$ cat config.mk
export PLATFORM = sky130hd
export DESIGN_NAME = tracker_channel_effect_engine_unit_flat
export DESIGN_NICKNAME = d
export VERILOG_FILES = /design/src/design/tcee_pkg.sv /design/src/design/tcee_stream_if.sv /design/src/design/tcee_search.sv /design/src/design/tracker_channel_effect_engine_unit.sv /design/src/flat_wrapper.sv
export VERILOG_INCLUDE_DIRS = /design/src /design/src/design
export SDC_FILE = /design/constraint.sdc
export NUM_CORES = 1
export LEC_CHECK = 0
export ABC_AREA = 1
export BUFFER_PORTS_ARGS = -buffer_cell sky130_fd_sc_hd__buf_4
export CORE_ASPECT_RATIO = 1.75
export CORE_MARGIN = 5
export CORE_UTILIZATION = 44
export CTS_CLUSTER_SIZE = 14
export DETAILED_ROUTE_END_ITERATION = 8
export GPL_TIMING_DRIVEN = 0
export PLACE_DENSITY_LB_ADDON = 0.05
export SLEW_MARGIN = 20
export SYNTH_ARGS = -nofsm -noshare
export SYNTH_HDL_FRONTEND = slang
export SYNTH_SLANG_ARGS = --single-unit
$ cat constraint.sdc
create_clock -name i_clk -period 5.94 [get_ports i_clk]
set_input_delay 0.594 -clock i_clk [delete_from_list [all_inputs] [get_ports i_clk]]
set_output_delay 0.594 -clock i_clk [all_outputs]
set_load 0.05 [all_outputs]
$ cat src/design/assert_macros.svh
// ----------------------------------------------------------------------------
// Assertion macros shared by the tracker effect design
// Concurrent checks clocked on the rising edge, held off while reset is low.
// ----------------------------------------------------------------------------
`ifndef ASSERT_MACROS_SVH
`define ASSERT_MACROS_SVH

// condition must hold at every clock edge out of reset
`define ASSERT_ALWAYS(lbl, clk, rst_n, cond) \
    lbl: assert property (@(posedge clk) disable iff (!(rst_n)) (cond)) \
        else $error("assertion failed: invariant");

// consequent must hold in the same cycle as the antecedent
`define ASSERT_IMP(lbl, clk, rst_n, ante, cons) \
    lbl: assert property (@(posedge clk) disable iff (!(rst_n)) (ante) |-> (cons)) \
        else $error("assertion failed: same-cycle implication");

// consequent must hold in the cycle after the antecedent
`define ASSERT_NEXT(lbl, clk, rst_n, ante, cons) \
    lbl: assert property (@(posedge clk) disable iff (!(rst_n)) (ante) |=> (cons)) \
        else $error("assertion failed: next-cycle implication");

`endif

$ cat src/design/tcee_pkg.sv
// ----------------------------------------------------------------------------
// Tracker channel effect engine package
// Transaction types, command codes and the note period table.
// ----------------------------------------------------------------------------
package tcee_pkg;

    // special period words in the top half of a pattern cell
    localparam logic [15:0] C_PIC      = 16'hFFFD;
    localparam logic [15:0] C_STP      = 16'hFFFE;
    localparam logic [15:0] C_BRK      = 16'hFFFC;
    localparam logic [15:0] C_UNK      = 16'hFFFB;
    localparam logic [15:0] C_PER_MASK = 16'hEFFF;

    localparam logic [6:0] LEVEL_MAX = 7'd64;

    // period table search window
    localparam logic [6:0] TBL_FIRST = 7'd20;
    localparam logic [6:0] TBL_LAST  = 7'd85;

    // effect nibble codes
    localparam logic [3:0] EFF_ARP     = 4'd1;
    localparam logic [3:0] EFF_BEND    = 4'd2;
    localparam logic [3:0] EFF_VOL_UP  = 4'd5;
    localparam logic [3:0] EFF_VOL_DN  = 4'd6;
    localparam logic [3:0] EFF_STEP_UP = 4'd7;
    localparam logic [3:0] EFF_STEP_DN = 4'd8;
    localparam logic [3:0] EFF_SLIDE   = 4'd9;

    typedef struct packed {
        logic        action;
        logic [31:0] cell_req;
        logic [2:0]  tick_phase;
        logic [6:0]  sample_volume;
        logic        sample_valid;
    } t_in_item;

    typedef struct packed {
        logic [15:0] period;
        logic [6:0]  level;
        logic        trigger;
        logic        stop;
        logic        break_request;
    } t_out_item;

    typedef struct packed {
        logic       done;
        logic       found;
        logic [6:0] idx;
    } t_srch_rsp;

    // note period table, clamped at both ends
    function automatic logic [15:0] per_tbl(input logic [6:0] i);
        logic [15:0] p;
        case (i) inside
            [7'd0:7'd20]:   p = 16'd1076;
            7'd21:          p = 16'd1016;
            7'd22:          p = 16'd960;
            7'd23:          p = 16'd906;
            7'd24:          p = 16'd856;
            7'd25:          p = 16'd808;
            7'd26:          p = 16'd762;
            7'd27:          p = 16'd720;
            7'd28:          p = 16'd678;
            7'd29:          p = 16'd640;
            7'd30:          p = 16'd604;
            7'd31:          p = 16'd570;
            7'd32:          p = 16'd538;
            7'd33:          p = 16'd508;
            7'd34:          p = 16'd480;
            7'd35:          p = 16'd453;
            7'd36:          p = 16'd428;
            7'd37:          p = 16'd404;
            7'd38:          p = 16'd381;
            7'd39:          p = 16'd360;
            7'd40:          p = 16'd339;
            7'd41:          p = 16'd320;
            7'd42:          p = 16'd302;
            7'd43:          p = 16'd285;
            7'd44:          p = 16'd269;
            7'd45:          p = 16'd254;
            7'd46:          p = 16'd240;
            7'd47:          p = 16'd226;
            7'd48:          p = 16'd214;
            7'd49:          p = 16'd202;
            7'd50:          p = 16'd190;
            7'd51:          p = 16'd180;
            7'd52:          p = 16'd170;
            7'd53:          p = 16'd160;
            7'd54:          p = 16'd151;
            7'd55:          p = 16'd143;
            7'd56:          p = 16'd135;
            7'd57:          p = 16'd127;
            7'd58:          p = 16'd120;
            default:        p = 16'd113;
        endcase
        return p;
    endfunction

endpackage

$ cat src/design/tcee_stream_if.sv
// ----------------------------------------------------------------------------
// Tracker channel effect engine stream interface
// Valid/ready channel carrying one payload of type T per transaction.
// ----------------------------------------------------------------------------
interface tcee_stream_if #(
    parameter type T = logic
) ();
    logic valid;
    logic ready;
    T     data;

    modport source (output valid, output data, input ready);
    modport sink   (input valid, input data, output ready);
endinterface

$ cat src/design/tcee_search.sv
// ----------------------------------------------------------------------------
// Period table search unit
// Compares one table entry per cycle against the key, from the first note
// entry up; reports the first match or a miss with a one-cycle done pulse.
// ----------------------------------------------------------------------------
`include "assert_macros.svh"

module tcee_search (
    input  logic                 i_clk,
    input  logic                 i_rst_n,
    input  logic                 i_start,
    input  logic [15:0]          i_key,
    output tcee_pkg::t_srch_rsp  o_rsp
);

    logic        r_busy, n_busy;
    logic [6:0]  r_idx, n_idx;
    logic [15:0] r_key, n_key;
    logic        r_done, n_done;
    logic        r_found, n_found;
    logic [6:0]  r_hit, n_hit;

    always_comb begin
        n_busy  = r_busy;
        n_idx   = r_idx;
        n_key   = r_key;
        n_done  = 1'b0;
        n_found = r_found;
        n_hit   = r_hit;
        if (i_start) begin
            n_busy = 1'b1;
            n_idx  = tcee_pkg::TBL_FIRST;
            n_key  = i_key;
        end else if (r_busy) begin
            if (tcee_pkg::per_tbl(r_idx) == r_key) begin
                n_busy  = 1'b0;
                n_done  = 1'b1;
                n_found = 1'b1;
                n_hit   = r_idx;
            end else if (r_idx == tcee_pkg::TBL_LAST) begin
                n_busy  = 1'b0;
                n_done  = 1'b1;
                n_found = 1'b0;
            end else begin
                n_idx = r_idx + 7'd1;
            end
        end
    end

    always_ff @(posedge i_clk) begin
        if (!i_rst_n) begin
            r_busy  <= 1'b0;
            r_done  <= 1'b0;
            r_found <= 1'b0;
            r_idx   <= tcee_pkg::TBL_FIRST;
            r_key   <= 16'd0;
            r_hit   <= 7'd0;
        end else begin
            r_busy  <= n_busy;
            r_done  <= n_done;
            r_found <= n_found;
            r_idx   <= n_idx;
            r_key   <= n_key;
            r_hit   <= n_hit;
        end
    end

    assign o_rsp.done  = r_done;
    assign o_rsp.found = r_found;
    assign o_rsp.idx   = r_hit;

    `ASSERT_IMP(a_start_when_free, i_clk, i_rst_n, i_start, !r_busy)
    `ASSERT_IMP(a_idx_in_window, i_clk, i_rst_n, r_busy,
        (r_idx >= tcee_pkg::TBL_FIRST) && (r_idx <= tcee_pkg::TBL_LAST))
    `ASSERT_NEXT(a_done_pulse, i_clk, i_rst_n, r_done, !r_done && !r_busy)

endmodule

$ cat src/design/tracker_channel_effect_engine_unit.sv
// ----------------------------------------------------------------------------
// Tracker channel effect engine
// Note and effect logic of one tracker voice: row decode and effect ticks.
// ----------------------------------------------------------------------------
// A row transaction is decoded in the cycle it is accepted and its result is
// offered on the next cycle. A tick transaction passes through the tick state,
// plus the search state for a walk through the period table when it runs an
// arpeggio on tick phase 1, 2, 4 or 5 or arms a step up or down: the search
// unit compares one table entry per cycle from entry 20 up to 85. The input is
// ready again once the voice is idle and the previous result has been taken.
`include "assert_macros.svh"

module tracker_channel_effect_engine_unit (
    input  logic          i_clk,
    input  logic          i_rst_n,
    tcee_stream_if.sink   i_item,
    tcee_stream_if.source o_result
);

    localparam logic [1:0] S_IDLE   = 2'd0;
    localparam logic [1:0] S_TICK   = 2'd1;
    localparam logic [1:0] S_SEARCH = 2'd2;

    logic [1:0]        r_state, n_state;
    logic [31:0]       r_held, n_held;
    logic [15:0]       r_note, n_note;
    logic signed [4:0] r_step_delta, n_step_delta;
    logic [15:0]       r_step_period, n_step_period;
    logic [15:0]       r_step_target, n_step_target;
    logic [3:0]        r_slide_count, n_slide_count;
    logic              r_slide_down, n_slide_down;
    logic [7:0]        r_slide_arg, n_slide_arg;
    logic [15:0]       r_slide_cur, n_slide_cur;
    logic [15:0]       r_slide_base, n_slide_base;
    logic              r_has_sample, n_has_sample;
    logic [15:0]       r_out_period, n_out_period;
    logic [6:0]        r_out_level, n_out_level;
    logic [2:0]        r_phase, n_phase;
    logic              r_res_valid, n_res_valid;
    logic              r_trig, n_trig;
    logic              r_stop, n_stop;
    logic              r_brk, n_brk;

    logic                srch_start;
    logic [15:0]         srch_key;
    tcee_pkg::t_srch_rsp s_rsp;

    logic                in_accept;
    tcee_pkg::t_in_item  in_data;

    assign in_data        = i_item.data;
    assign i_item.ready   = (r_state == S_IDLE) && (!r_res_valid || o_result.ready);
    assign in_accept      = i_item.valid && i_item.ready;

    tcee_search u_search (
        .i_clk   (i_clk),
        .i_rst_n (i_rst_n),
        .i_start (srch_start),
        .i_key   (srch_key),
        .o_rsp   (s_rsp)
    );

    always_comb begin
        logic [15:0]       top;
        logic signed [9:0] lvl;
        logic              has_v;
        logic [15:0]       sum;
        logic [15:0]       note_v;
        logic [15:0]       cur_v;
        logic [15:0]       lim_v;
        logic [3:0]        cnt_v;
        logic [3:0]        eff;
        logic [3:0]        hi;
        logic [3:0]        lo;
        logic [15:0]       bend;
        logic [3:0]        off;
        logic              arp_phase;
        logic              arp_lo;

        n_state       = r_state;
        n_held        = r_held;
        n_note        = r_note;
        n_step_delta  = r_step_delta;
        n_step_period = r_step_period;
        n_step_target = r_step_target;
        n_slide_count = r_slide_count;
        n_slide_down  = r_slide_down;
        n_slide_arg   = r_slide_arg;
        n_slide_cur   = r_slide_cur;
        n_slide_base  = r_slide_base;
        n_has_sample  = r_has_sample;
        n_out_period  = r_out_period;
        n_out_level   = r_out_level;
        n_phase       = r_phase;
        n_res_valid   = r_res_valid && !o_result.ready;
        n_trig        = r_trig;
        n_stop        = r_stop;
        n_brk         = r_brk;
        srch_start    = 1'b0;
        srch_key      = r_note;

        top       = in_data.cell_req[31:16];
        lvl       = 10'sd0;
        has_v     = r_has_sample;
        sum       = 16'd0;
        note_v    = r_note;
        cur_v     = r_slide_cur;
        lim_v     = 16'd0;
        cnt_v     = r_slide_count;
        eff       = r_held[11:8];
        hi        = r_held[7:4];
        lo        = r_held[3:0];
        bend      = 16'd0;
        arp_phase = (r_phase == 3'd1) || (r_phase == 3'd5) ||
                    (r_phase == 3'd2) || (r_phase == 3'd4);
        arp_lo    = (r_phase == 3'd2) || (r_phase == 3'd4);
        off       = arp_lo ? lo : hi;

        unique case (r_state)
            S_IDLE: begin
                if (in_accept && !in_data.action) begin
                    // row transaction: decode the cell in one go
                    n_res_valid = 1'b1;
                    n_trig      = 1'b0;
                    n_stop      = 1'b0;
                    n_brk       = 1'b0;
                    n_held      = in_data.cell_req;
                    if (top == tcee_pkg::C_PIC) begin
                        n_held = {top, 16'h0000};
                    end else begin
                        if ((in_data.cell_req[15:12] != 4'd0) || in_data.cell_req[28]) begin
                            has_v = in_data.sample_valid;
                            lvl   = signed'({3'b000, in_data.sample_volume});
                            if (in_data.cell_req[11:8] == tcee_pkg::EFF_VOL_UP) begin
                                lvl = lvl + signed'({2'b00, in_data.cell_req[7:0]});
                            end else if (in_data.cell_req[11:8] == tcee_pkg::EFF_VOL_DN) begin
                                lvl = lvl - signed'({2'b00, in_data.cell_req[7:0]});
                            end
                            if (lvl < 10'sd0) begin
                                n_out_level = 7'd0;
                            end else if (lvl > signed'({3'b000, tcee_pkg::LEVEL_MAX})) begin
                                n_out_level = tcee_pkg::LEVEL_MAX;
                            end else begin
                                n_out_level = lvl[6:0];
                            end
                        end
                        n_has_sample = has_v;
                        if (top != 16'h0000) begin
                            n_slide_base = 16'd0;
                            n_step_delta = 5'sd0;
                            n_note       = top & tcee_pkg::C_PER_MASK;
                            if (top == tcee_pkg::C_STP) begin
                                n_stop = 1'b1;
                            end else if (top == tcee_pkg::C_BRK) begin
                                n_brk      = 1'b1;
                                n_held[28] = 1'b0;
                            end else if (top == tcee_pkg::C_UNK) begin
                                n_held[28] = 1'b0;
                            end else if (has_v) begin
                                n_trig       = 1'b1;
                                n_out_period = top & tcee_pkg::C_PER_MASK;
                            end
                        end
                    end
                end else if (in_accept) begin
                    n_phase = in_data.tick_phase;
                    n_state = S_TICK;
                end
            end

            S_TICK: begin
                n_trig = 1'b0;
                n_stop = 1'b0;
                n_brk  = 1'b0;
                if (r_step_delta != 5'sd0) begin
                    // advance the running step and stop at the end note
                    sum = r_step_period + {{11{r_step_delta[4]}}, r_step_delta};
                    if (r_step_delta[4]) begin
                        if (sum <= r_step_target) begin
                            n_step_delta = 5'sd0;
                            sum          = r_step_target;
                        end
                    end else if (sum >= r_step_target) begin
                        n_step_delta = 5'sd0;
                        sum          = r_step_target;
                    end
                    n_step_period = sum;
                    n_note        = sum;
                    n_out_period  = sum;
                    n_res_valid   = 1'b1;
                    n_state       = S_IDLE;
                end else begin
                    if ((r_slide_base != 16'd0) && (r_slide_arg[3:0] != 4'd0)) begin
                        cnt_v = r_slide_count + 4'd1;
                        if (cnt_v == r_slide_arg[3:0]) begin
                            cnt_v = 4'd0;
                            lim_v = {1'b0, r_slide_arg, 7'b0000000};
                            if (!r_slide_down) begin
                                cur_v = r_slide_cur + 16'd8;
                                lim_v = lim_v + r_slide_base;
                                if (lim_v == cur_v) begin
                                    n_slide_down = 1'b1;
                                end
                            end else begin
                                cur_v = r_slide_cur - 16'd8;
                                lim_v = lim_v - r_slide_base;
                                if (lim_v == cur_v) begin
                                    n_slide_down = 1'b0;
                                end
                            end
                            note_v       = cur_v;
                            n_slide_cur  = cur_v;
                            n_out_period = cur_v;
                        end
                        n_slide_count = cnt_v;
                    end
                    n_note      = note_v;
                    n_res_valid = 1'b1;
                    n_state     = S_IDLE;
                    unique case (eff) inside
                        tcee_pkg::EFF_ARP: begin
                            if (arp_phase) begin
                                srch_start  = 1'b1;
                                srch_key    = note_v;
                                n_res_valid = 1'b0;
                                n_state     = S_SEARCH;
                            end else begin
                                n_out_period = note_v;
                            end
                        end
                        tcee_pkg::EFF_BEND: begin
                            if (hi != 4'd0) begin
                                bend = (r_held[31:16] & tcee_pkg::C_PER_MASK) + {12'd0, hi};
                            end else begin
                                bend = (r_held[31:16] & tcee_pkg::C_PER_MASK) - {12'd0, lo};
                            end
                            if ((hi != 4'd0) || (lo != 4'd0)) begin
                                n_out_period  = bend;
                                n_held[31:16] = bend | {3'b000, r_held[28], 12'h000};
                            end
                        end
                        tcee_pkg::EFF_STEP_UP, tcee_pkg::EFF_STEP_DN: begin
                            srch_start  = 1'b1;
                            srch_key    = note_v;
                            n_res_valid = 1'b0;
                            n_state     = S_SEARCH;
                        end
                        tcee_pkg::EFF_SLIDE: begin
                            n_slide_base  = note_v;
                            n_slide_cur   = note_v;
                            n_slide_arg   = r_held[7:0];
                            n_slide_down  = 1'b0;
                            n_slide_count = 4'd0;
                        end
                        default: begin
                        end
                    endcase
                end
            end

            S_SEARCH: begin
                // hold until the table walk reports back
                if (s_rsp.done) begin
                    n_res_valid = 1'b1;
                    n_state     = S_IDLE;
                    if (eff == tcee_pkg::EFF_ARP) begin
                        if (s_rsp.found) begin
                            n_out_period = tcee_pkg::per_tbl(s_rsp.idx + {3'b000, off});
                        end
                    end else begin
                        n_step_period = r_note;
                        if (eff == tcee_pkg::EFF_STEP_UP) begin
                            n_step_delta  = signed'({1'b0, lo});
                            n_step_target = s_rsp.found ?
                                tcee_pkg::per_tbl(s_rsp.idx - {3'b000, hi}) : r_note;
                        end else begin
                            n_step_delta  = -signed'({1'b0, lo});
                            n_step_target = s_rsp.found ?
                                tcee_pkg::per_tbl(s_rsp.idx + {3'b000, hi}) : r_note;
                        end
                    end
                end
            end

            default: begin
                n_state = S_IDLE;
            end
        endcase
    end

    always_ff @(posedge i_clk) begin
        if (!i_rst_n) begin
            r_state       <= S_IDLE;
            r_held        <= 32'd0;
            r_note        <= 16'd0;
            r_step_delta  <= 5'sd0;
            r_step_period <= 16'd0;
            r_step_target <= 16'd0;
            r_slide_count <= 4'd0;
            r_slide_down  <= 1'b0;
            r_slide_arg   <= 8'd0;
            r_slide_cur   <= 16'd0;
            r_slide_base  <= 16'd0;
            r_has_sample  <= 1'b0;
            r_out_period  <= 16'd0;
            r_out_level   <= 7'd0;
            r_phase       <= 3'd0;
            r_res_valid   <= 1'b0;
            r_trig        <= 1'b0;
            r_stop        <= 1'b0;
            r_brk         <= 1'b0;
        end else begin
            r_state       <= n_state;
            r_held        <= n_held;
            r_note        <= n_note;
            r_step_delta  <= n_step_delta;
            r_step_period <= n_step_period;
            r_step_target <= n_step_target;
            r_slide_count <= n_slide_count;
            r_slide_down  <= n_slide_down;
            r_slide_arg   <= n_slide_arg;
            r_slide_cur   <= n_slide_cur;
            r_slide_base  <= n_slide_base;
            r_has_sample  <= n_has_sample;
            r_out_period  <= n_out_period;
            r_out_level   <= n_out_level;
            r_phase       <= n_phase;
            r_res_valid   <= n_res_valid;
            r_trig        <= n_trig;
            r_stop        <= n_stop;
            r_brk         <= n_brk;
        end
    end

    assign o_result.valid = r_res_valid;
    assign o_result.data  = {r_out_period, r_out_level, r_trig, r_stop, r_brk};

    `ASSERT_IMP(a_ready_only_idle, i_clk, i_rst_n, i_item.ready, r_state == S_IDLE)
    `ASSERT_IMP(a_done_in_search, i_clk, i_rst_n, s_rsp.done, r_state == S_SEARCH)
    `ASSERT_NEXT(a_tick_enters, i_clk, i_rst_n,
        i_item.valid && i_item.ready && i_item.data.action, r_state == S_TICK)
    `ASSERT_ALWAYS(a_level_clamped, i_clk, i_rst_n, r_out_level <= tcee_pkg::LEVEL_MAX)

endmodule

$ cat src/flat_wrapper.sv
// flat-port wrapper written by rule: the top's interface ports become plain ports
module tracker_channel_effect_engine_unit_flat 
  (i_clk, i_rst_n, i_item_valid, i_item_data, i_item_ready, o_result_valid, o_result_data, o_result_ready);
  tcee_stream_if #(.T(tcee_pkg::t_in_item)) i_item_i ();
  tcee_stream_if #(.T(tcee_pkg::t_out_item)) o_result_i ();
  input  logic i_clk;
  input  logic i_rst_n;
  input wire logic [$bits(i_item_i.valid)-1:0] i_item_valid;
  input wire logic [$bits(i_item_i.data)-1:0] i_item_data;
  output wire logic [$bits(i_item_i.ready)-1:0] i_item_ready;
  output wire logic [$bits(o_result_i.valid)-1:0] o_result_valid;
  output wire logic [$bits(o_result_i.data)-1:0] o_result_data;
  input wire logic [$bits(o_result_i.ready)-1:0] o_result_ready;
  assign i_item_i.valid = i_item_valid;
  assign i_item_i.data = i_item_data;
  assign i_item_ready = i_item_i.ready;
  assign o_result_valid = o_result_i.valid;
  assign o_result_data = o_result_i.data;
  assign o_result_i.ready = o_result_ready;
  tracker_channel_effect_engine_unit u_core (.i_clk(i_clk), .i_rst_n(i_rst_n), .i_item(i_item_i), .o_result(o_result_i));
endmodule
# [Word level (Yosys, flattened, before mapping)]
# Index checks and enable logic that the tools add are counted.
[word_totals] reg_bits=196 elab_cells=612 output_inout_bits=28
[op_classes] order_cmp=12 n_bitwise=10 eq_ne=194 addsub=15 muxes=298 n_reduce_logical=56
[op_table] cell="$mux 16" count=177
[op_table] cell="$eq 7x6->1 const B" count=108
[op_table] cell="$eq 7x5->1 const B" count=44
[op_table] cell="$pmux 16 s2" count=6
[op_table] cell="$mux 9" count=12
[op_table] cell="$mux 8" count=12
[op_table] cell="$mux 10" count=8
[op_table] cell="$eq 16x16->1 const B" count=4
[op_table] cell="$eq 16x16->1" count=3
[op_table] cell="$pmux 16 s3" count=1
[op_table] cell="$mux 1" count=46
[op_table] cell="$mux 5" count=9
[op_table] cell="$mux 4" count=10
[op_table] cell="$mux 32" count=1
[op_table] cell="$reduce_bool 16->1" count=2
[op_table] cell="$ge 7x1->1 const B" count=4
[op_table] cell="$le 7x5->1 const B" count=4
[op_table] cell="$reduce_and 3->1" count=9
[op_table] cell="$ne 2x2->1 const B" count=12
[op_table] cell="$add 15x16->16" count=1
[op_table] cell="$add 16x16->16" count=1
[op_table] cell="$add 16x4->16" count=1
[op_table] cell="$add 16x4->16 const B" count=1
[op_table] cell="$ge 16x16->1" count=1
[op_table] cell="53 further kinds" count=108

# [Logic depth before layout (Yosys ltp)]
# Gate-level depths: netlist (run 1).
[logic_depth] depth_word=48 ltp_mapped=35 depth_no_buf=35

# [Cells and area by module]
# Synthesis (run 1) repeated with hierarchy kept, for this count alone.
[hier_totals] cells_unflattened=3124 hier_area_um2=18686.7
[by_module_without_submodules] mod="tracker_channel_effect_engine_unit" cells_each=2650 seq_area_each_um2=3163.0 area_per_inst_um2=15855.2 n_inst=1
[by_module_without_submodules] mod="tcee_search" cells_each=474 seq_area_each_um2=660.6 area_per_inst_um2=2831.5 n_inst=1

# [Least setup slack after synthesis (run 1)]
# OpenSTA, ideal clock, no wires.
[synth_timing] kind="register -> register" startpoint="register u_core.r_step_period[0]" endpoint="register u_core.r_step_delta[1]" path_buffers=1 synth_period_minus_slack_ps=4153 slack_ps=1787 arrival_time_ps=4082 path_stages_with_launch=31 required_ps=5869 path_cell_list="dfxtp_1 -> ha_1 -> fa_1 -> nand3_1 -> nand2_1 -> nand2_1 -> nand2_1 -> nand2_1 -> nand2_1 -> a21o_1 -> a21oi_1 -> o21bai_1 -> nand2_1 -> nand2_1 -> nand2_1 -> nand2_1 -> xor2_1 -> ha_1 -> nand2_1 -> nor3_1 -> nand4_1 -> nor3_1 -> inv_1 -> nand2_1 -> inv_2 -> nand2_1 -> nand2_1 -> buf_2 -> a21oi_1 -> o2111ai_1 -> a21oi_1"
[synth_between] elab_chain_len=4 elab_cells_between_ends=6 cone_classes="add/sub (1); order compare (2); eq/ne (2); reduce/logical (1)"
[synth_lines] item="start: declaration" line="tracker_channel_effect_engine_unit.sv:28" source="logic [15:0] r_step_period, n_step_period;"
[synth_lines] item="start signal: assignment" line="tracker_channel_effect_engine_unit.sv:317" source="r_step_period <= n_step_period;"
[synth_lines] item="$add 16x16->16 (*)" line="tracker_channel_effect_engine_unit.sv:177" source="sum = r_step_period + {{11{r_step_delta[4]}}, r_step_delta};"
[synth_lines] item="$le 16x16->1 or $ge 16x16->1 (tied branches)" line="tracker_channel_effect_engine_unit.sv:179, tracker_channel_effect_engine_unit.sv:183"
[synth_lines] item="$ne 3x3->1 (no source line) or $ne 3x1->1 (tied branches)"
[synth_lines] item="$reduce_and 9->1 (no source line) (*)"
[synth_lines] item="end signal: assignment" line="tracker_channel_effect_engine_unit.sv:316" source="r_step_delta <= n_step_delta;"
[synth_lines] item="end: declaration" line="tracker_channel_effect_engine_unit.sv:27" source="logic signed [4:0] r_step_delta, n_step_delta;"
# Mark *: on every way between the ends. The rest lies on a longest branch, timed or not.
# A chain may end at the register's enable or synchronous reset.

# [Final worst setup path (run 1)]
[layout_timing] startpoint="register u_core.r_step_period[0]" endpoint="register u_core.r_out_period[5]"
[layout_between] elab_chain_len=6 elab_cells_between_ends=8 cone_classes="add/sub (1); order compare (2); mux (5)"
[layout_lines] item="$add 16x16->16 (*)" line="tracker_channel_effect_engine_unit.sv:177"
[layout_lines] item="$ge 16x16->1 or $le 16x16->1 (tied branches)" line="tracker_channel_effect_engine_unit.sv:183, tracker_channel_effect_engine_unit.sv:179"
[layout_lines] item="$mux 16 (on tied branches)" line="tracker_channel_effect_engine_unit.sv:183, tracker_channel_effect_engine_unit.sv:179"
[layout_lines] item="$mux 16 (*)" line="tracker_channel_effect_engine_unit.sv:178" source="if (r_step_delta[4]) begin"
[layout_lines] item="$mux 16 (*)" line="tracker_channel_effect_engine_unit.sv:175" source="if (r_step_delta != 5'sd0) begin"
[layout_lines] item="$pmux 16 s3 (*)" line="tracker_channel_effect_engine_unit.sv:119" source="unique case (r_state)"
[layout_lines] item="end signal: assignment" line="tracker_channel_effect_engine_unit.sv:325" source="r_out_period <= n_out_period;"
[layout_lines] item="end: declaration" line="tracker_channel_effect_engine_unit.sv:36" source="logic [15:0] r_out_period, n_out_period;"
# Marks and branches as above.

==> results.sh, run 1 <==
export IMPL_yosysMostFrequentCell="nand2_1"
export IMPL_synth_top_cell_by_area="dfxtp_1"
export IMPL_synth_xor_area_share=0.0557
export IMPL_io_pins=76
export IMPL_synth_mux_area_frac=0.00168
export IMPL_worst_pin_slew_ps=1150
export IMPL_finalHoldViolations=0
export IMPL_vias_per_cell=5.86
export IMPL_hp_class="primary input to register"
export IMPL_syn_area_mm2=0.0179
export IMPL_first_pass_iters=9
export IMPL_ys_warn_count=0
export IMPL_finalClockSkew_ps=23.2
export IMPL_antenna_found_initial=1
export IMPL_synth_seq_cells=191
export IMPL_die_h_um=277
export IMPL_n_antenna_cell=0
export IMPL_critPathSlowestCell="o21ai_0"
export IMPL_avgSynthCellArea_um2=6.16
export IMPL_drt_initial_drc_count=1721
export IMPL_maxCapViolations=0
export IMPL_cts_tree="yes"
export IMPL_synthSimpleGateAreaFrac=0.321
export IMPL_clk_pin_slew_ps=80
export IMPL_die_x_um=163
export IMPL_synth_compound_area_share=0.219
export IMPL_end_kind="register"
export IMPL_synth_common_cells="598 x nand2_1, 408 x inv_1, 326 x nor2_1, 285 x a21oi_1, 197 x o21ai_0"
export IMPL_cp_data_arrival_time_ps=5650
export IMPL_drive_gt1_frac=0.0770
export IMPL_final_setup_viol_count=0
export IMPL_cts_buffer_depth=2
export IMPL_area_delta_synth_final_pct=10.4
export IMPL_globalRouteOverflowTotal=0
export IMPL_ys_flop_type="dfxtp_1"
export IMPL_grt_max_degree=20
export IMPL_fin_ws_ps=652
export IMPL_syn_num_nets=3058
export IMPL_io_buffers=75
export IMPL_whs_ps=391
export IMPL_wirelength_mm=81.5
export IMPL_reg2reg_slack_ps=650
export IMPL_cts_root_buf="clkbuf_16"
export IMPL_status="finished, final reports clean"
export IMPL_synth_top_area_share=0.213
export IMPL_grt_pass1_wl_mm=121
export IMPL_ys_seq_area_frac=0.213
export IMPL_powerDensity_mw_per_mm2=383
export IMPL_core_area_mm2=0.0402
export IMPL_slew_violations=0
export IMPL_total_power_mw=7.58
export IMPL_async_reset_ff_frac=0
export IMPL_start_util=0.446
export IMPL_place_ws_ps=635
export IMPL_netlist_instances=2907
export IMPL_vdd_drop_max_v=0.000242
export IMPL_num_vias=20838
export IMPL_cts_sinks=191
export IMPL_startpoint_type="register"
export IMPL_cts_repair_resized=0
export IMPL_slew_headroom=0.232
export IMPL_rows=97
export IMPL_gr_usage_all_layers=0.353
export IMPL_synth_top_family_by_area="simple AND/OR/NAND/NOR gates"
export IMPL_tns_ps=0
export IMPL_worstPathMaxFanout=9
export IMPL_rsz0062_at_grt="false"
export IMPL_critPathMostFrequentCell="nand2_1"
export IMPL_leakage_nw=8.98
export IMPL_max_freq_mhz=189
export IMPL_ys_types=69
export IMPL_ant_nets=0
export IMPL_critical_path_class="register to register"
export IMPL_period_share=0.890
export IMPL_max_stage_delay_ps=450
export IMPL_worstPathRequired_ps=6300
export IMPL_htreeDepth=4
export IMPL_die_area_mm2=0.0450
export IMPL_cts_buffers=17
export IMPL_post_cts_buffers=0
export IMPL_fin_nets=3152
export IMPL_grt_pass1_vias=20579
export IMPL_synth_area_leaders="dfxtp_1 21%, nand2_1 13%, inv_1 8.5%"
export IMPL_synthAdderAreaFrac=0.0757
export IMPL_route_detailed_drc=0
export IMPL_hpwl_mm=67.4
export IMPL_cts_hold_buf=0
export IMPL_min_period_ps=5290
export IMPL_wl_per_cell_um=22.9
export IMPL_synth_edf_count=0
export IMPL_clk_latency_ps=490
export IMPL_place_gp_congestion=1.05
-- sequential cells by signal (all words and copies together) (netlist names), 2 cells and up --
signal / flops
u_core.r_out_level: 7
u_core.r_slide_cur: 16
u_core.r_slide_arg: 8
u_core.r_step_target: 16
u_core.r_phase: 3
u_core.u_search.r_key: 16
u_core.r_note: 16
u_core.r_step_delta: 5
u_core.u_search.r_hit: 7
u_core.u_search.r_idx: 7
u_core.r_out_period: 16
u_core.r_held: 27
u_core.r_slide_count: 4
u_core.r_state: 2
u_core.r_step_period: 16
u_core.r_slide_base: 16
-- per-stage QoR --
| stage | cell area, µm² | util | instances |
|---|---|---|---|
| after floorplan | 17900 | - | 2907 |
| after global placement | 19200 | 0.477 | 3526 |
| after detailed placement | 19200 | 0.477 | 3526 |
| after CTS | 19800 | 0.492 | 3558 |
| after global routing | 19800 | 0.492 | 3558 |
| final | 19800 | 0.492 | 3558 |
-- logic make-up (layout without fill, tap and decap cells) --
kind of cell | after synthesis | in the layout
and+or+nand+nor | 1298 | 1298
xor gates and xnor gates | 114 | 114
adders and majority gates | 103 | 103
muxes | 3 | 3
AOI/OAI and AO/OA | 679 | 679
buffers and inverters | 519 | 626
DFF | 191 | 191
-- worst paths after layout --
kind / start / to / depth (start not counted)
min: i_item_data[21] / u_core.r_held[10] / 3
min reg2reg: u_core.r_out_level[4] / u_core.r_out_level[4] / 2
max: u_core.r_step_period[0] / u_core.r_out_period[5] / 31
max reg2reg: u_core.r_step_period[0] / u_core.r_out_period[5] / 31
-- area by class of cell --
cell class / count / area, µm²
buffer: 89 / 423
clock inverter: 14 / 175
tap: 544 / 681
timing repair buffer: 75 / 563
multi-input combinational: 2197 / 12100
inverter: 430 / 1620
sequential: 191 / 3820
clock buffer: 18 / 429
fill: 4302 / 20400
-- power by group --
group          switching [mW]  total (mW)  internal, mW
clock network           0.627        1.23         0.604
logic                    3.28        4.54          1.25
registers               0.302        1.81          1.51
total                    4.21        7.58          3.37
-- metal layers --
metal  vias up  global-route usage  wire, µm
met4         2               0.288      8280
met2       882               0.644     41600
li1       9898                   -         -
met3       356              0.0609      4270
met1      9700               0.340     27300
met5         -                   0        13
-- placed cells by master (no fill, tap or decap), types with 17 or more instances in the layout --
cell type  count
nand2_1      598
inv_1        408
nor2_1       326
a21oi_1      285
o21ai_0      197
dfxtp_1      190
nand3_1      130
xor2_1        97
ha_1          94
buf_4         79
nor3_1        68
clkbuf_1      66
nand4_1       52
nor4_1        34
o211ai_1      31
a31oi_1       29
or2_2         23
xnor2_1       17
clkbuf_16     17
-- worst max-delay path: cells and delay by family (launching register included) --
family	cells	cell delay (ps)
buf+inv	2	210
xor+xnor	1	180
simple gates	19	2400
compound gates	6	1150
fa+ha+maj	3	930
flops	1	320
Note: power is estimated with default switching activity, not from simulation.
==> run 2: changes to the inputs <==
Settings changed: CORE_UTILIZATION 44 to 30.
==> results.sh, run 2 (synthesis gave the netlist of run 1 again) <==
export IMPL_drt_initial_drc_count=1356
export IMPL_max_freq_mhz=183
export IMPL_clk_latency_ps=480
export IMPL_critPathMostFrequentCell="nand2_1"
export IMPL_n_antenna_cell=0
export IMPL_r2r_end="u_core.r_out_period[0]"
export IMPL_gr_usage_all_layers=0.272
export IMPL_vias_per_cell=5.34
export IMPL_grt_pass1_wl_mm=132
export IMPL_tns_ps=0
export IMPL_worstPathRequired_ps=6290
export IMPL_wl_per_cell_um=24.1
export IMPL_antenna_found_initial=0
export IMPL_start_util=0.303
export IMPL_cts_buffer_depth=2
export IMPL_die_h_um=333
export IMPL_p_sw_frac=0.553
export IMPL_pwr_share_seq=0.236
export IMPL_core_area_mm2=0.0592
export IMPL_crit_buf_inv=3
export IMPL_powerDensity_mw_per_mm2=382
export IMPL_place_gp_congestion=0.981
export IMPL_drive_gt1_frac=0.0789
export IMPL_slew_headroom=0.216
export IMPL_max_stage_delay_ps=420
export IMPL_cp_data_arrival_time_ps=5810
export IMPL_wirelength_mm=91.3
export IMPL_cts_repair_resized=0
export IMPL_globalRouteOverflowTotal=0
export IMPL_multi_input_area_mm2=0.0121
export IMPL_critPathSlowestCell="fa_1"
export IMPL_regArea_mm2=0.00382
export IMPL_num_vias=20281
export IMPL_critical_path_class="register to register"
export IMPL_layout_common_cells="598 x nand2_1, 408 x inv_1, 326 x nor2_1"
export IMPL_fin_nets=3154
export IMPL_comb_power_share=0.599
export IMPL_rows=118
export IMPL_largest_reg_flops=27
export IMPL_worstReg2RegStart="u_core.r_step_delta[0]"
export IMPL_status="finished, final reports clean"
export IMPL_netSwitchingPower_mw=4.25
export IMPL_htreeDepth=4
export IMPL_cts_tree="yes"
export IMPL_period_share=0.920
export IMPL_cts_sinks=191
export IMPL_grt_pass1_vias=20274
export IMPL_cts_buffers=17
export IMPL_rr_worst_depth=31
export IMPL_worstHoldStart="i_item_data[10]"
export IMPL_hp_class="primary input to register"
export IMPL_p_int_mw=3.43
export IMPL_leakage_nw=8.98
export IMPL_io_pins=76
export IMPL_post_cts_buffers=0
export IMPL_reg2reg_slack_ps=480
export IMPL_die_x_um=195
export IMPL_layout_commonest_cell="nand2_1"
export IMPL_ant_nets=0
export IMPL_clk_pin_slew_ps=80
export IMPL_maxCapViolations=0
export IMPL_io_buffers=75
export IMPL_cts_root_buf="clkbuf_16"
export IMPL_cp_top_family="simple AND/OR/NAND/NOR gates"
export IMPL_p_clk_frac=0.165
export IMPL_route_detailed_drc=0
export IMPL_hold_depth=3
export IMPL_vdd_drop_max_v=0.000231
export IMPL_finalHoldViolations=0
export IMPL_worstPathMaxFanout=10
export IMPL_startpoint_type="register"
export IMPL_worst_pin_slew_ps=1160
export IMPL_worstHoldEndpoint="u_core.r_phase[2]"
export IMPL_slew_violations=0
export IMPL_first_pass_iters=6
export IMPL_final_setup_viol_count=0
export IMPL_grt_max_degree=18
export IMPL_die_area_mm2=0.0649
export IMPL_finish_utilization=0.339
export IMPL_hpwl_mm=77.0
export IMPL_min_period_ps=5460
export IMPL_regMostFlops="u_core.r_held"
export IMPL_end_kind="register"
export IMPL_num_fill_cells=6736
export IMPL_rsz0062_at_grt="false"
export IMPL_finalClockSkew_ps=19.5
export IMPL_area_delta_synth_final_pct=12.1
export IMPL_cts_hold_buf=0
[run 2: cell types whose count changed in the layout (fill, tap and decap cells not counted), sizes merged]
| cell | before | now |
|---|---|---|
| bufinv | 1 | 2 |
| clkinvlp | 0 | 3 |
| buf | 98 | 100 |
| clkinv | 11 | 5 |
| clkbuf | 84 | 86 |
[run 2: routing by layer]
layer,up-vias,track usage,routed length (µm)
li1,9865,-,-
met1,9620,0.287,33800
met2,593,0.519,48200
met3,203,0.0259,3170
met4,0,0.159,6180
met5,-,0,0
[run 2: worst max path at each step]
stage	end	start	slack, ps	cells past startpoint
6_report	u_core.r_out_period[0]	u_core.r_step_delta[0]	480	31
4_1_cts	u_core.r_out_period[0]	u_core.r_step_delta[4]	170	26
3_3_place_gp	u_core.r_out_period[0]	u_core.r_step_delta[4]	320	26
3_5_place_dp	u_core.r_out_period[0]	u_core.r_step_delta[4]	200	26
2_1_floorplan	u_core.r_step_delta[1]	u_core.r_step_period[0]	1790	30
5_1_grt	u_core.r_out_period[0]	u_core.r_step_delta[0]	3	31
[run 2: area by class of cell]
type,instances,area share
buffer,89,0.0211
clock buffer,20,0.0227
inverter,430,0.0806
timing repair buffer,77,0.0286
multi-input combinational,2197,0.601
sequential,191,0.190
clock inverter,12,0.00722
tap,780,0.0486
[run 2: power groups by stage]
stage | clock, mW | combinational, mW | sequential [mW]
floorplan | 0 | 2.76 | 1.85
global placement | 0 | 4.54 | 1.83
detailed placement | 0 | 4.55 | 1.83
CTS | 1.28 | 4.57 | 1.80
global route | 1.33 | 5.04 | 1.83
finish | 1.27 | 4.60 | 1.81
[run 2: through the flow]
stage	power (mW)	instance area (µm²)	cells	hold slack (ps)	worst slack [ps]
final	7.68	20100	3796	395	477
after global placement	6.37	19500	3762	456	316
after global routing	8.20	20100	3796	405	2.71
after floorplan	4.61	17900	2907	429	1790
after CTS	7.65	20100	3796	382	175
after detailed placement	6.38	19500	3764	456	200
[run 2: worst min-delay path, cell delays in order]
cell     delay, ps
buf_4          110
nand3_1         70
a21oi_1         60
==> run 3: changes to the inputs <==
Settings changed: PLACE_DENSITY set to 0.51, PLACE_DENSITY_LB_ADDON 0.05 to not set.
==> results.sh, run 3 (synthesis gave the netlist of run 1 again) <==
export IMPL_leakage_nw=8.97
export IMPL_vias_per_cell=5.31
export IMPL_drive_gt1_frac=0.0786
export IMPL_grt_util_met2=0.479
export IMPL_status="finished, final reports clean"
export IMPL_die_area_mm2=0.0649
export IMPL_worstReg2RegStart="u_core.r_step_delta[4]"
export IMPL_whs_ps=369
export IMPL_slew_headroom=0.228
export IMPL_clk_latency_ps=480
export IMPL_tns_ps=0
export IMPL_critPathSlowestCell="dfxtp_2"
export IMPL_wirelength_mm=84.8
export IMPL_post_cts_buffers=0
export IMPL_slew_violations=0
export IMPL_finalClockSkew_ps=15.9
export IMPL_final_area_mm2=0.0201
export IMPL_grt_max_degree=19
export IMPL_rsz0062_at_grt="false"
export IMPL_end_kind="register"
export IMPL_finish_utilization=0.339
export IMPL_wl_per_cell_um=22.4
export IMPL_htreeDepth=4
export IMPL_maxCapViolations=0
export IMPL_globalRouteOverflowTotal=0
export IMPL_core_area_mm2=0.0592
export IMPL_worstHoldStart="i_item_data[21]"
export IMPL_worstPathRequired_ps=6330
export IMPL_hp_class="primary input to register"
export IMPL_antenna_found_initial=0
export IMPL_worst_pin_slew_ps=1160
export IMPL_min_period_ps=5630
export IMPL_grt_pass1_vias=20279
export IMPL_first_pass_iters=5
export IMPL_cts_sinks=191
export IMPL_area_delta_synth_final_pct=11.9
export IMPL_critical_path_class="register to register"
export IMPL_gr_usage_all_layers=0.251
export IMPL_grt_pass1_wl_mm=124
export IMPL_layout_common_cells="598 x nand2_1, 408 x inv_1, 326 x nor2_1"
export IMPL_total_power_mw=7.61
export IMPL_max_freq_mhz=178
export IMPL_final_setup_viol_count=0
export IMPL_rows=118
export IMPL_largest_reg_flops=27
export IMPL_drt_initial_drc_count=1324
export IMPL_ant_nets=0
export IMPL_rr_worst_depth=29
export IMPL_critPathMostFrequentCell="nand2_1"
export IMPL_route_detailed_drc=0
export IMPL_critPathCapture="u_core.r_out_period[2]"
export IMPL_fin_nets=3153
export IMPL_startpoint="u_core.r_step_delta[4]"
export IMPL_use_met3=0.0296
export IMPL_startpoint_type="register"
export IMPL_vdd_drop_max_v=0.000208
export IMPL_period_share=0.948
export IMPL_powerDensity_mw_per_mm2=379
export IMPL_place_gp_congestion=1.07
export IMPL_num_vias=20154
export IMPL_regMostFlops="u_core.r_held"
export IMPL_layout_commonest_cell="nand2_1"
export IMPL_worstPathMaxFanout=13
export IMPL_cts_buffers=17
export IMPL_use_met1=0.239
export IMPL_cts_tree="yes"
export IMPL_cts_buffer_depth=2
export IMPL_io_pins=76
export IMPL_max_stage_delay_ps=440
export IMPL_placed_area_mm2=0.0195
export IMPL_start_util=0.303
export IMPL_clk_pin_slew_ps=80
export IMPL_cts_root_buf="clkbuf_16"
export IMPL_die_h_um=333
export IMPL_reg2reg_slack_ps=310
export IMPL_top_usage_layer="met2"
export IMPL_cp_data_arrival_time_ps=6020
export IMPL_n_antenna_cell=0
export IMPL_finalHoldViolations=0
export IMPL_io_buffers=75
export IMPL_hpwl_mm=70.3
export IMPL_cts_hold_buf=0
export IMPL_r2r_end="u_core.r_out_period[2]"
export IMPL_die_x_um=195
## run 3: critical path, delay by kind of cell (launching register included)
kind            cells  cell delay (ps)
fa+ha+maj           2              670
xor+xnor            1              170
flops               1              440
compound gates      6              990
buf+inv             4              720
simple gates       16             2560
## run 3: layout make-up
type / count / area, µm²
inverter: 430 / 1620
tap: 780 / 976
multi-input combinational: 2197 / 12100
timing repair buffer: 76 / 568
clock inverter: 12 / 118
clock buffer: 20 / 457
sequential: 191 / 3820
buffer: 89 / 424
fill: 6641 / 39100
## run 3: where the power goes
group          total, mW  switching (mW)  leakage [nW]  internal, mW
clock               1.22           0.642         0.283         0.578
sequential          1.83           0.315          1.55          1.51
combinational       4.56            3.29          7.14          1.27
## run 3: through the flow
stage	setup slack, ps	instances
2_1_floorplan	1790	2907
3_3_place_gp	-263	3762
3_5_place_dp	-240	3763
4_1_cts	8.21	3795
5_1_grt	40.9	3795
6_report	307	3795
## run 3: worst min-delay path by stage
| stage | endpoint | slack, ps | cells past startpoint |
|---|---|---|---|
| global placement | u_core.r_step_period[11] | 460 | 2 |
| floorplan | u_core.u_search.r_key[11] | 430 | 2 |
| finish | u_core.r_held[10] | 370 | 3 |
| global route | u_core.r_held[9] | 390 | 3 |
| CTS | u_core.r_held[10] | 360 | 3 |
| detailed placement | u_core.r_step_period[4] | 460 | 2 |
## run 3: what timing repair did
| item | in CTS | in global routing |
|---|---|---|
| setup endpoints to repair | 6 | 14 |
| cloned | 0 | 0 |
| resized for setup | 2 | 4 |
## run 3: routing by layer
metal,vias to the layer above,part of all wire
met5,-,0
li1,9864,-
met2,615,0.52
met4,0,0.096
met1,9409,0.34
met3,266,0.038
